File: src/hdl/sawlc_pkg.sv
// Shared constants and types of the set-associative write-back cache.
`timescale 1ns / 1ps
package sawlc_pkg;
    localparam int ADDR_BITS  = 16;
    localparam int AGE_BITS   = 16;
    localparam int TAG_BITS   = 14;
    localparam int LINE_BITS  = 12;   // 4096 lines
    localparam int DATA_BITS  = 14;   // 16 KB of line data
    localparam int META_W     = TAG_BITS + 2 + AGE_BITS;
    localparam int META_VALID = AGE_BITS + 1;
    localparam int META_DIRTY = AGE_BITS;
    localparam int NUM_LINES  = 1 << LINE_BITS;
    localparam int DATA_DEPTH = 1 << DATA_BITS;
    localparam int MEM_DEPTH  = 1 << ADDR_BITS;

    localparam logic [1:0] REG_WAYS = 2'd0;
    localparam logic [1:0] REG_BLK  = 2'd1;
    localparam logic [1:0] REG_SIZE = 2'd2;

    // effective geometry after clamping
    typedef struct packed {
        logic [2:0] bl;   // log2 block bytes
        logic [1:0] wl;   // log2 ways
        logic [3:0] cl;   // log2 cache bytes
        logic [3:0] sb;   // set index bits
    } t_geom;
endpackage

File: src/hdl/sawlc_cfg.sv
// Configuration registers, APB access and geometry clamping.
`timescale 1ns / 1ps
module sawlc_cfg import sawlc_pkg::*; (
    input  logic        i_clk,
    input  logic        i_rst_n,
    input  logic        psel,
    input  logic        penable,
    input  logic        pwrite,
    input  logic [3:0]  paddr,
    input  logic [31:0] pwdata,
    output logic [31:0] prdata,
    output logic        pready,
    output t_geom       o_geom,
    output logic        o_clr
);
    logic [1:0] r_ways;
    logic [2:0] r_blk;
    logic [2:0] r_size;
    logic       wr;
    logic [1:0] idx;
    logic [2:0] sk;

    assign pready = 1'b1;
    assign idx    = paddr[3:2];
    assign wr     = psel && penable && pwrite;
    assign o_clr  = wr && (idx == REG_WAYS || idx == REG_BLK || idx == REG_SIZE);

    always_ff @(posedge i_clk) begin
        if (!i_rst_n) begin
            r_ways <= 2'd0;
            r_blk  <= 3'd2;
            r_size <= 3'd0;
        end else if (wr) begin
            case (idx)
                REG_WAYS: r_ways <= pwdata[1:0];
                REG_BLK:  r_blk  <= pwdata[2:0];
                REG_SIZE: r_size <= pwdata[2:0];
                default:  ;
            endcase
        end
    end

    always_comb begin
        case (idx)
            REG_WAYS: prdata = {30'd0, r_ways};
            REG_BLK:  prdata = {29'd0, r_blk};
            REG_SIZE: prdata = {29'd0, r_size};
            default:  prdata = 32'd0;
        endcase
    end

    assign sk        = (r_size > 3'd4) ? 3'd4 : r_size;
    assign o_geom.bl = (r_blk < 3'd2) ? 3'd2 : r_blk;
    assign o_geom.wl = r_ways;
    assign o_geom.cl = 4'd10 + {1'b0, sk};
    assign o_geom.sb = o_geom.cl - {1'b0, o_geom.bl} - {2'b0, r_ways};
endmodule

File: config.mk
export PLATFORM = sky130hd
export DESIGN_NAME = sawlc_cfg
export DESIGN_NICKNAME = d
export VERILOG_FILES = /design/src/hdl/sawlc_pkg.sv /design/src/hdl/sawlc_cfg.sv
export SDC_FILE = /design/constraint.sdc
export NUM_CORES = 1
export LEC_CHECK = 0
export BUFFER_PORTS_ARGS = -buffer_cell sky130_fd_sc_hd__buf_2
export CAP_MARGIN = 0
export CORE_MARGIN = 4
export CORE_UTILIZATION = 30
export DETAILED_ROUTE_END_ITERATION = 10
export GPL_ROUTABILITY_DRIVEN = 0
export PLACE_DENSITY = 0.77
export SLEW_MARGIN = 20
export SYNTH_ARGS = -nofsm -noshare
export SYNTH_HDL_FRONTEND = slang
export SYNTH_SLANG_ARGS = --single-unit
File: constraint.sdc
create_clock -name i_clk -period 1.9 [get_ports i_clk]
set_input_delay 0.285 -clock i_clk [delete_from_list [all_inputs] [get_ports i_clk]]
set_output_delay 0.285 -clock i_clk [all_outputs]
set_load 0.05 [all_outputs]
-- After elaboration in Yosys (flattened, before gate mapping)
Index checks and enable logic that the tools add are counted.
- multiplexer cells: 3
- eq/ne operators: 2
- add/subtract/negate cells: 3
- reduce and logical (&&, ||, !) cells: 9
- $lt $le $gt $ge: 2
- operators by type and width (kind ; count):
    case mux 3 bit (3 select lines) ; 1
    2-to-1 mux 3 bit ; 2
    AND reduction 2 bit ; 3
    adder 4 x 3 -> 4 bit (first input constant) ; 1
    subtractor 4 x 2 -> 4 bit ; 1
    subtractor 4 x 3 -> 4 bit ; 1
    greater-than comparator 3 bit (second input constant) ; 1
    logical AND 1 bit ; 3
    less-than comparator 3 x 2 -> 1 bit (second input constant) ; 1
    == test 2 x 1 -> 1 bit (second input constant) ; 1
    == test 2 bit (second input constant) ; 1
    logical NOT 2 bit ; 1
    logical OR 1 bit ; 2
- logic and storage cells: 22
- bits of input ports: 41
- bits in registers: 8
- output and inout port bits: 47

-- Logic depth before layout (Yosys ltp)
Gate-level depths: netlist of the first run.
- depth in word-level cells: 5
- gate-level depth with buffers: 8
- gate-level depth less buffers: 8

-- Worst setup path before layout of the first run
No wires, ideal clock.
- kind: reg2out
- start point: reg r_size[0]
- end point: out o_geom[3] (netlist name)
- path buffers: 0
- setup slack: -1.020 ns
- required time: 1.615 ns
- arrival time: 2.635 ns
- stages on the path, launching flop included: 7
- path through: dfxtp_1 -> nor2b_1 -> fa_1 -> ha_1 -> a21o_1 -> a31oi_1 -> xnor2_1
- RTL lines (what ; RTL line ; text):
    start, declared ; sawlc_cfg.sv:18 ; logic [2:0] r_size;
    start signal, assigned ; sawlc_cfg.sv:37 ; REG_SIZE: r_size <= pwdata[2:0];
    end, declared ; sawlc_cfg.sv:13 ; output t_geom o_geom,

==> results of run 1 <==
cells by family after synthesis:
group | count (synthesis) | share of synthesized area
buffers and inverters | 42 | 0.3431
other | 2 | 0.009277
DFF | 8 | 0.1978
muxes | 9 | 0.1113
adders and majority gates | 6 | 0.1113
xor gates and xnor gates | 2 | 0.02164
AOI/OAI and AO/OA | 8 | 0.06183
and+or+nand+nor | 24 | 0.1438
path summary, 6_finish.rpt:
check | from | endpoint | slack (ps) | cells past startpoint
worst max-delay path | r_size[2] | o_geom[3] | -430 | 9
worst min-delay path | pwdata[2] | r_blk[2] | 300 | 3
worst max register to register | r_blk[1] | r_blk[1] | 1130 | 3
worst min register to register | r_size[2] | r_size[2] | 520 | 2
report_power, final:
group	internal, mW	switching, mW	total (mW)
clock network	0.0805	0.0609	0.141
registers	0.168	0.00189	0.170
logic	0.0513	0.211	0.263
total	0.300	0.274	0.574
cells in the mapped netlist (all sizes together), types with 2 or more instances:
| cell type | number | share of area |
|---|---|---|
| and2 | 2 | 0.015 |
| buf | 32 | 0.30 |
| clkbuf | 3 | 0.014 |
| conb | 2 | 0.0093 |
| dfxtp | 8 | 0.20 |
| fa | 2 | 0.049 |
| ha | 4 | 0.062 |
| inv | 7 | 0.032 |
| mux2i | 9 | 0.11 |
| nand2 | 13 | 0.060 |
| nand3 | 2 | 0.012 |
| nor2b | 3 | 0.026 |
| o21ai | 3 | 0.019 |
sequential cells by signal, indices dropped and copies added, names as in the netlist:
name and cells:
r_blk 3, r_ways 2, r_size 3
per-layer routing:
metal,global-route usage,vias up,wire [µm],part of all wire
met5,0,-,0,0
met1,0.1378,301,738,0.40
li1,-,329,-,-
met2,0.1775,46,825,0.44
met3,0.03672,4,264,0.14
met4,0.04747,0,30,0.016
what timing repair did:
| item | 4_1_cts | 5_1_grt |
|---|---|---|
| endpoints found under the setup margin | 3 | 3 |
| buffers inserted | 2 | 0 |
| pin swaps | 5 | 4 |
| gates resized for setup | 10 | 4 |
| cloned | 0 | 0 |
worst max-delay path, stage by stage, from the launching register on:
cell	delay, ps
dfxtp_4	360
or2_4	240
inv_2	60
ha_4	190
inv_2	60
ha_4	190
a21o_1	180
a31oi_4	200
xnor2_4	140
buf_6	170
stage by stage:
step                      cells    util
final                       166  0.4306
after global routing        166  0.4306
after CTS                   166  0.4256
after detailed placement    160  0.3998
after global placement      160  0.3998
after floorplan             130       -
cell type report:
cell class	instances	area (µm²)
Clock buffer	4	26.28
Fill cell	254	1436
Inverter	7	26.28
Multi-Input combinational cell	80	583.1
Sequential cell	8	171.4
Tap cell	30	37.54
Timing Repair Buffer	37	241.5
==> flow_metrics.tcl, run 1 <==
set metrics [dict create \
    fin_crit_ps 2332 \
    outcome "complete, but fails checks" \
    holdWs_ps 297.0 \
    overflow 0 \
    dpl.hpwl_mm 1.576 \
    final_cell_mix "conb_1, buf_2, nand2_1" \
    violations "negative setup slack" \
    cts_made_buffers 3 \
    syn_area_um2 809.5 \
    clockBufferDepth 2 \
    critPathMaxFanout 4 \
    clock_latency_ps 250 \
    num_antenna_cells 0 \
    setup_tns_ps -855.4 \
    skew_ps 0 \
    fp.dieArea_mm2 0.003593 \
    synth_warnings 0 \
    drive_gt1_frac 0.4338 \
    coreArea_mm2 0.002522 \
    pre_cts_ws_ps -321.0 \
    async_flop_share 0 \
    grt_pass1_wl_mm 2.973 \
    syn_to_final_growth_pct 34.16 \
    hold_path_class "in2reg" \
    avgRoutedWirePerCell_um 11.20 \
    grt_max_degree 12 \
    peakVddDrop_uv 315.8 \
    rsz0062_at_grt "true" \
    synthFlopType "dfxtp_1" \
    cts_tree "yes" \
    antenna_left 0 \
    avgSynthCellArea_um2 8.015 \
    routed_wl_mm 1.860 \
    synth.distinct_cells 25 \
    finalHoldViolCount 0 \
    start_util 0.3209 \
    ctsRootBufferMaster "clkbuf_4" \
    grt_pass1_vias 638 \
    design_area_mm2 0.001086 \
    final_common_cell "conb_1" \
    nets 184 \
    ys_seq_area_frac 0.1978 \
    finalSetupViolCount 3 \
    vias_per_cell 4.096 \
    syn_inst 101 \
    fin_crit_sh 1.227 \
    ios 88 \
    drt-initial-drc-count 31 \
    rows 18 \
    die_w_um 59.95 \
    clock-sinks 8 \
    antenna_found_initial 0 \
    track_usage 0.1120 \
    place_area_mm2 0.001008 \
    required_ps 1620 \
    critical_path_arrival_ps 2050 \
    total_power_mw 0.5739 \
    worstSetupStartpointType "flip-flop" \
    via_count 680 \
    hold_buffers 0 \
    worst_slack_ps -431.6 \
    dieHeight_um 59.95 \
    power.density_mw_per_mm2 528.5 \
    finalMaxSlewViolations 0 \
    synth_edf_count 0 \
    dr.pass1.iters 4 \
    path_clk_slew_ps 60 \
    criticalPathCategory "reg2out" \
    clock.fmax_mhz 428.9 \
    ys_seq_elements 8 \
    end_kind "primary output" \
    p_leak_nw 0.5630 \
    drcViolationCount 0 \
    io_buffers 25 \
    drv_cap 0 \
    htreeDepth 1 \
]
(Power assumes the default switching activity.)
==> run 2: changes to the inputs <==
--- a/config.mk
+++ b/config.mk
@@ -7,11 +7,14 @@
 export LEC_CHECK = 0
 export BUFFER_PORTS_ARGS = -buffer_cell sky130_fd_sc_hd__buf_2
 export CAP_MARGIN = 0
+export CELL_PAD_IN_SITES_DETAIL_PLACEMENT = 1
+export CELL_PAD_IN_SITES_GLOBAL_PLACEMENT = 2
 export CORE_MARGIN = 4
-export CORE_UTILIZATION = 30
+export CORE_UTILIZATION = 14
+export CTS_CLUSTER_DIAMETER = 50
 export DETAILED_ROUTE_END_ITERATION = 10
 export GPL_ROUTABILITY_DRIVEN = 0
-export PLACE_DENSITY = 0.77
+export PLACE_DENSITY = 0.78
 export SLEW_MARGIN = 20
 export SYNTH_ARGS = -nofsm -noshare
 export SYNTH_HDL_FRONTEND = slang
==> run 2 against run 1 <==
- maximum frequency rose by 1.8%
- non-clock buffer count up 3
- sequential cell count unchanged
- the run still ends with negative setup slack left
==> flow_metrics.tcl, run 2 (synthesis results as in run 1) <==
set metrics [dict create \
    clkPwrFrac 0.334 \
    peakVddDrop_uv 152.2 \
    seqPwrFrac 0.262 \
    track_usage 0.06435 \
    overflow 0 \
    num_antenna_cells 0 \
    end_kind "primary output" \
    routed_wl_mm 2.220 \
    critPathMaxFanout 3 \
    io_buffers 25 \
    drcViolationCount 0 \
    clock_latency_ps 230 \
    p_leak_nw 0.5836 \
    worstSetupStartpointType "flip-flop" \
    slowest_delay_ps 340 \
    finalSetupViolCount 3 \
    crit_chain "or2_4, inv_2, ha_4, inv_2, ha_4, a21o_1, a31oi_4, xnor2_4, buf_6" \
    syn_to_final_growth_pct 47.14 \
    grt_max_degree 12 \
    fp.dieArea_mm2 0.007063 \
    hold_buffers 0 \
    swShare 0.4405 \
    start_util 0.1452 \
    vias_per_cell 3.256 \
    clock-sinks 8 \
    final_common_cell "conb_1" \
    crit_family "adder cells" \
    cts_made_buffers 3 \
    fill_cells 668 \
    worst_slack_ps -389.5 \
    dieHeight_um 84.04 \
    critical_path_arrival_ps 2000 \
    instances_no_fill 211 \
    violations "negative setup slack" \
    clock.fmax_mhz 436.8 \
    ios 88 \
    drv_cap 0 \
    fin_crit_ps 2289 \
    clockBufferDepth 2 \
    dp_cells 204 \
    via_count 687 \
    antenna_left 0 \
    place_area_mm2 0.001076 \
    outcome "complete, but fails checks" \
    p_int_mw 0.3674 \
    criticalPathCategory "reg2out" \
    required_ps 1620 \
    grt_pass1_wl_mm 3.532 \
    drive_gt1_frac 0.4748 \
    ctsRootBufferMaster "clkbuf_8" \
    die_w_um 84.04 \
    total_power_mw 0.6566 \
    finalMaxSlewViolations 0 \
    hold_path_class "in2reg" \
    rsz0062_at_grt "true" \
    skew_ps 0 \
    grt_pass1_vias 746 \
    finalHoldViolCount 0 \
    path_clk_slew_ps 40 \
    drt-initial-drc-count 13 \
    power.density_mw_per_mm2 551.2 \
    final_cell_mix "conb_1, buf_2, buf_4" \
    fin_crit_sh 1.205 \
    htreeDepth 1 \
    p_switching_mw 0.2892 \
    crit_slowest_cell "dfxtp_2" \
    dpl.hpwl_mm 1.900 \
    p_comb_frac 0.404 \
    avgRoutedWirePerCell_um 10.52 \
    design_area_mm2 0.001191 \
    dr.pass1.iters 3 \
    antenna_found_initial 0 \
    path_buf_inv 3 \
    nets 187 \
    cts_tree "yes" \
    rows 27 \
    coreArea_mm2 0.005574 \
    reg_top3 "r_blk x3, r_size x3, r_ways x2" \
]
-- run 2: cell count changes in the layout (fill, tap and decap cells not counted), moves of 2 or more --
cell / previous run / this run
dfxtp_2: 3 / 5
inv_1: 5 / 3
inv_2: 2 / 4
buf_4: 11 / 13
clkbuf_8: 0 / 3
clkbuf_4: 3 / 0
-- run 2: tightest hold or removal path: cells and delay by family --
family        cells  cell delay [ps]
mux               1               70
buf+inv           1              100
simple gates      1               80
-- run 2: worst paths after layout --
path         startpoint         to  slack [ps]  cells past startpoint
min           pwdata[2]   r_blk[2]         350                      3
min reg2reg   r_ways[1]  r_ways[1]         590                      3
max reg2reg    r_blk[2]   r_blk[2]        1090                      4
max           r_size[2]  o_geom[3]        -390                      9
-- run 2: cell type report --
cell class,instances,area [µm²],share of cell area
timing repair buffer,40,272.8,0.2290
inverter,7,26.28,0.02206
multi-input combinational,80,586.8,0.4926
clock buffer,4,45.04,0.03782
tap,72,90.09,0.07563
sequential,8,170.2,0.1429
-- run 2: stage by stage --
step                      hold slack, ps  setup slack [ps]  setup TNS [ps]  utilization
final                              345.5            -389.5          -803.3       0.2137
after global routing               369.4            -457.7          -943.5       0.2137
after CTS                          346.9            -411.7          -822.9       0.2135
after detailed placement           585.0            -339.7          -663.5       0.1930
after global placement             568.3            -293.2          -554.8       0.1930
after floorplan                    442.0            -210.8          -548.0            -
-- run 2: power groups by stage --
stage          Clock, mW  Sequential (mW)  Combinational (mW)
6_report           0.219            0.172               0.265
5_1_grt            0.227            0.172               0.279
4_1_cts            0.229            0.172               0.265
3_5_place_dp           0            0.174               0.254
3_3_place_gp           0            0.174               0.253
2_1_floorplan          0            0.177               0.268
-- run 2: metal layers --
metal	part of all wire	vias to the layer above	global-route usage
met2	0.54	30	0.1184
met3	0.076	4	0.02073
met5	0	-	0
met1	0.37	322	0.06459
met4	0.013	0	0.03070
li1	-	331	-
-- run 2: repair_timing --
item | 4_1_cts | 5_1_grt
buffers inserted | 3 | 0
resized for setup | 13 | 3
pin swaps | 4 | 0
endpoints found under the setup margin | 3 | 3
==> run 3: changes to the inputs <==
--- a/config.mk
+++ b/config.mk
@@ -5,6 +5,7 @@
 export SDC_FILE = /design/constraint.sdc
 export NUM_CORES = 1
 export LEC_CHECK = 0
+export ABC_AREA = 1
 export BUFFER_PORTS_ARGS = -buffer_cell sky130_fd_sc_hd__buf_2
 export CAP_MARGIN = 0
 export CELL_PAD_IN_SITES_DETAIL_PLACEMENT = 1
@@ -14,7 +15,9 @@
 export CTS_CLUSTER_DIAMETER = 50
 export DETAILED_ROUTE_END_ITERATION = 10
 export GPL_ROUTABILITY_DRIVEN = 0
+export GPL_TIMING_DRIVEN = 0
 export PLACE_DENSITY = 0.78
+export SETUP_SLACK_MARGIN = 0.02
 export SLEW_MARGIN = 20
 export SYNTH_ARGS = -nofsm -noshare
 export SYNTH_HDL_FRONTEND = slang
==> run 3 against run 2 <==
- the flow still finishes with violations (negative setup slack)
- first-iteration DRC count grew to 2.5 times the previous value
- synthesized cell count grew 30%
- global-route usage grew 0.71 points
- final cell count grew 26%
- wire length grew 7.3%
- combinational power grew 46%
- register-to-register slack gained 190 ps
- clock skew is the same
- core utilization grew 2.3 points
- maximum frequency grew 3.6%
- sequential share of layout area shrank 2.4 points
- clock power shrank 9.6%
- critical endpoint is now o_geom[2]
- largest cell class unchanged
- highest routed layer unchanged
==> flow_metrics.tcl, run 3 <==
set metrics [dict create \
    outcome "complete, but fails checks" \
    violations "negative setup slack" \
    yosys.area.top_type "buf_4" \
    fin_crit_ps 2209 \
    die_w_um 86.98 \
    antenna_found_initial 0 \
    rows 28 \
    cts_tree "yes" \
    fill_cells 732 \
    syn_area_um2 873.3 \
    nets 239 \
    syn_to_final_growth_pct 62.03 \
    critical_path_arrival_ps 1920 \
    synth_edf_count 0 \
    overflow 0 \
    drt-initial-drc-count 33 \
    io_buffers 24 \
    critPathMaxFanout 3 \
    peakVddDrop_uv 191.5 \
    avgRoutedWirePerCell_um 8.989 \
    criticalPathCategory "reg2out" \
    vias_per_cell 3.302 \
    syn_inst 131 \
    synth.area.top_cells "buf_4, dfxtp_1, nand2_1, nor2_1, inv_1" \
    reg_top3 "r_blk x3, r_size x3, r_ways x2" \
    final_cell_mix "buf_4, conb_1, buf_2" \
    end_kind "primary output" \
    worstSetupStartpointType "flip-flop" \
    dpl.hpwl_mm 2.143 \
    htreeDepth 1 \
    via_count 875 \
    fin_crit_sh 1.163 \
    hold_buffers 0 \
    fp.dieArea_mm2 0.007566 \
    dieHeight_um 86.98 \
    synth_warnings 0 \
    grt_pass1_vias 943 \
    total_power_mw 0.7609 \
    grt_max_degree 9 \
    dr.pass1.iters 4 \
    synth_top_cells_by_count "buf_4, nand2_1, nor2_1" \
    clock-sinks 8 \
    synth.distinct_cells 21 \
    synth_top_area_frac 0.2665 \
    grt_pass1_wl_mm 4.215 \
    synth_most_common_cell "buf_4" \
    antenna_left 0 \
    coreArea_mm2 0.005991 \
    synthFlopType "dfxtp_1" \
    worst_slack_ps -308.8 \
    hold_path_class "in2reg" \
    ys_seq_area_frac 0.1834 \
    required_ps 1620 \
    final_common_cell "buf_4" \
    clockBufferDepth 2 \
    cts_made_buffers 3 \
    finalHoldViolCount 0 \
    power.density_mw_per_mm2 537.7 \
    routed_wl_mm 2.382 \
    finalMaxSlewViolations 0 \
    skew_ps 0 \
    pre_cts_ws_ps -287.6 \
    drv_cap 0 \
    rsz0062_at_grt "true" \
    drcViolationCount 0 \
    ios 88 \
    finalSetupViolCount 3 \
    num_antenna_cells 0 \
    ys_seq_elements 8 \
    async_flop_share 0 \
    start_util 0.1458 \
    ctsRootBufferMaster "clkbuf_8" \
    drive_gt1_frac 0.4842 \
    path_clk_slew_ps 40 \
    clock_latency_ps 230 \
    p_leak_nw 0.7377 \
    clock.fmax_mhz 452.7 \
    track_usage 0.07147 \
    avgSynthCellArea_um2 6.667 \
]
==> run 3: repair_timing <==
action / 4_1_cts / 5_1_grt
setup buffers: 2 / 2
endpoints found under the setup margin: 4 / 4
pin swaps: 2 / 3
resized for setup: 21 / 8
==> run 3: critical path, cell delays in order, from the launching register on <==
cell and delay, ps:
dfxtp_2 340, inv_4 50, a21oi_4 150, inv_2 50
fa_2 390, fa_2 390, xor2_4 160, buf_6 150
==> run 3: power breakdown <==
part / total, mW / internal (mW) / switching, mW
sequential: 0.176 / 0.172 / 0.00425
clock: 0.198 / 0.137 / 0.0617
combinational: 0.386 / 0.117 / 0.270
==> run 3: cell families after synthesis <==
family          synth area share
compound gates           0.04727
xor+xnor                 0.01003
fa+ha+maj                 0.1032
buf+inv                   0.3582
flops                     0.1834
other cells             0.008599
simple gates              0.2894
==> run 3: per-layer routing <==
layer | up-vias | routed length, µm | track usage
met2 | 36 | 1247 | 0.1270
li1 | 456 | - | -
met4 | 0 | 14 | 0.01700
met5 | - | 0 | 0
met3 | 2 | 250 | 0.03595
met1 | 381 | 869 | 0.07475
==> run 3: path summary, 6_finish.rpt <==
path	to	cells after the start	start	slack [ps]
worst max-delay path	o_geom[2]	7	r_blk[1]	-310
worst min-delay path	r_blk[1]	3	pwdata[1]	320
worst max register to register	r_blk[1]	2	r_blk[1]	1280
worst min register to register	r_blk[0]	2	r_blk[0]	490
==> run 3: cell type report <==
| class | count | area (µm²) | share of cell area |
|---|---|---|---|
| well taps | 75 | 93.84 | 0.06631 |
| clock buffers | 3 | 41.29 | 0.02918 |
| repair buffers | 28 | 186.4 | 0.1317 |
| flip-flops and latches | 8 | 167.7 | 0.1185 |
| multi-input cells | 100 | 610.6 | 0.4315 |
| inverters | 18 | 72.57 | 0.05128 |
| plain buffers | 33 | 242.7 | 0.1715 |
==> run 3: through the flow <==
stage	setup TNS [ps]	utilization	area, µm²	instances	hold slack, ps
2_1_floorplan	-878.6	-	1039	160	411.2
3_3_place_gp	-629.7	0.2091	1252	259	472.1
3_5_place_dp	-676.2	0.2091	1252	259	497.6
4_1_cts	-903.3	0.2293	1374	263	311.1
5_1_grt	-1165	0.2362	1415	265	330.4
6_report	-896.2	0.2362	1415	265	315.8
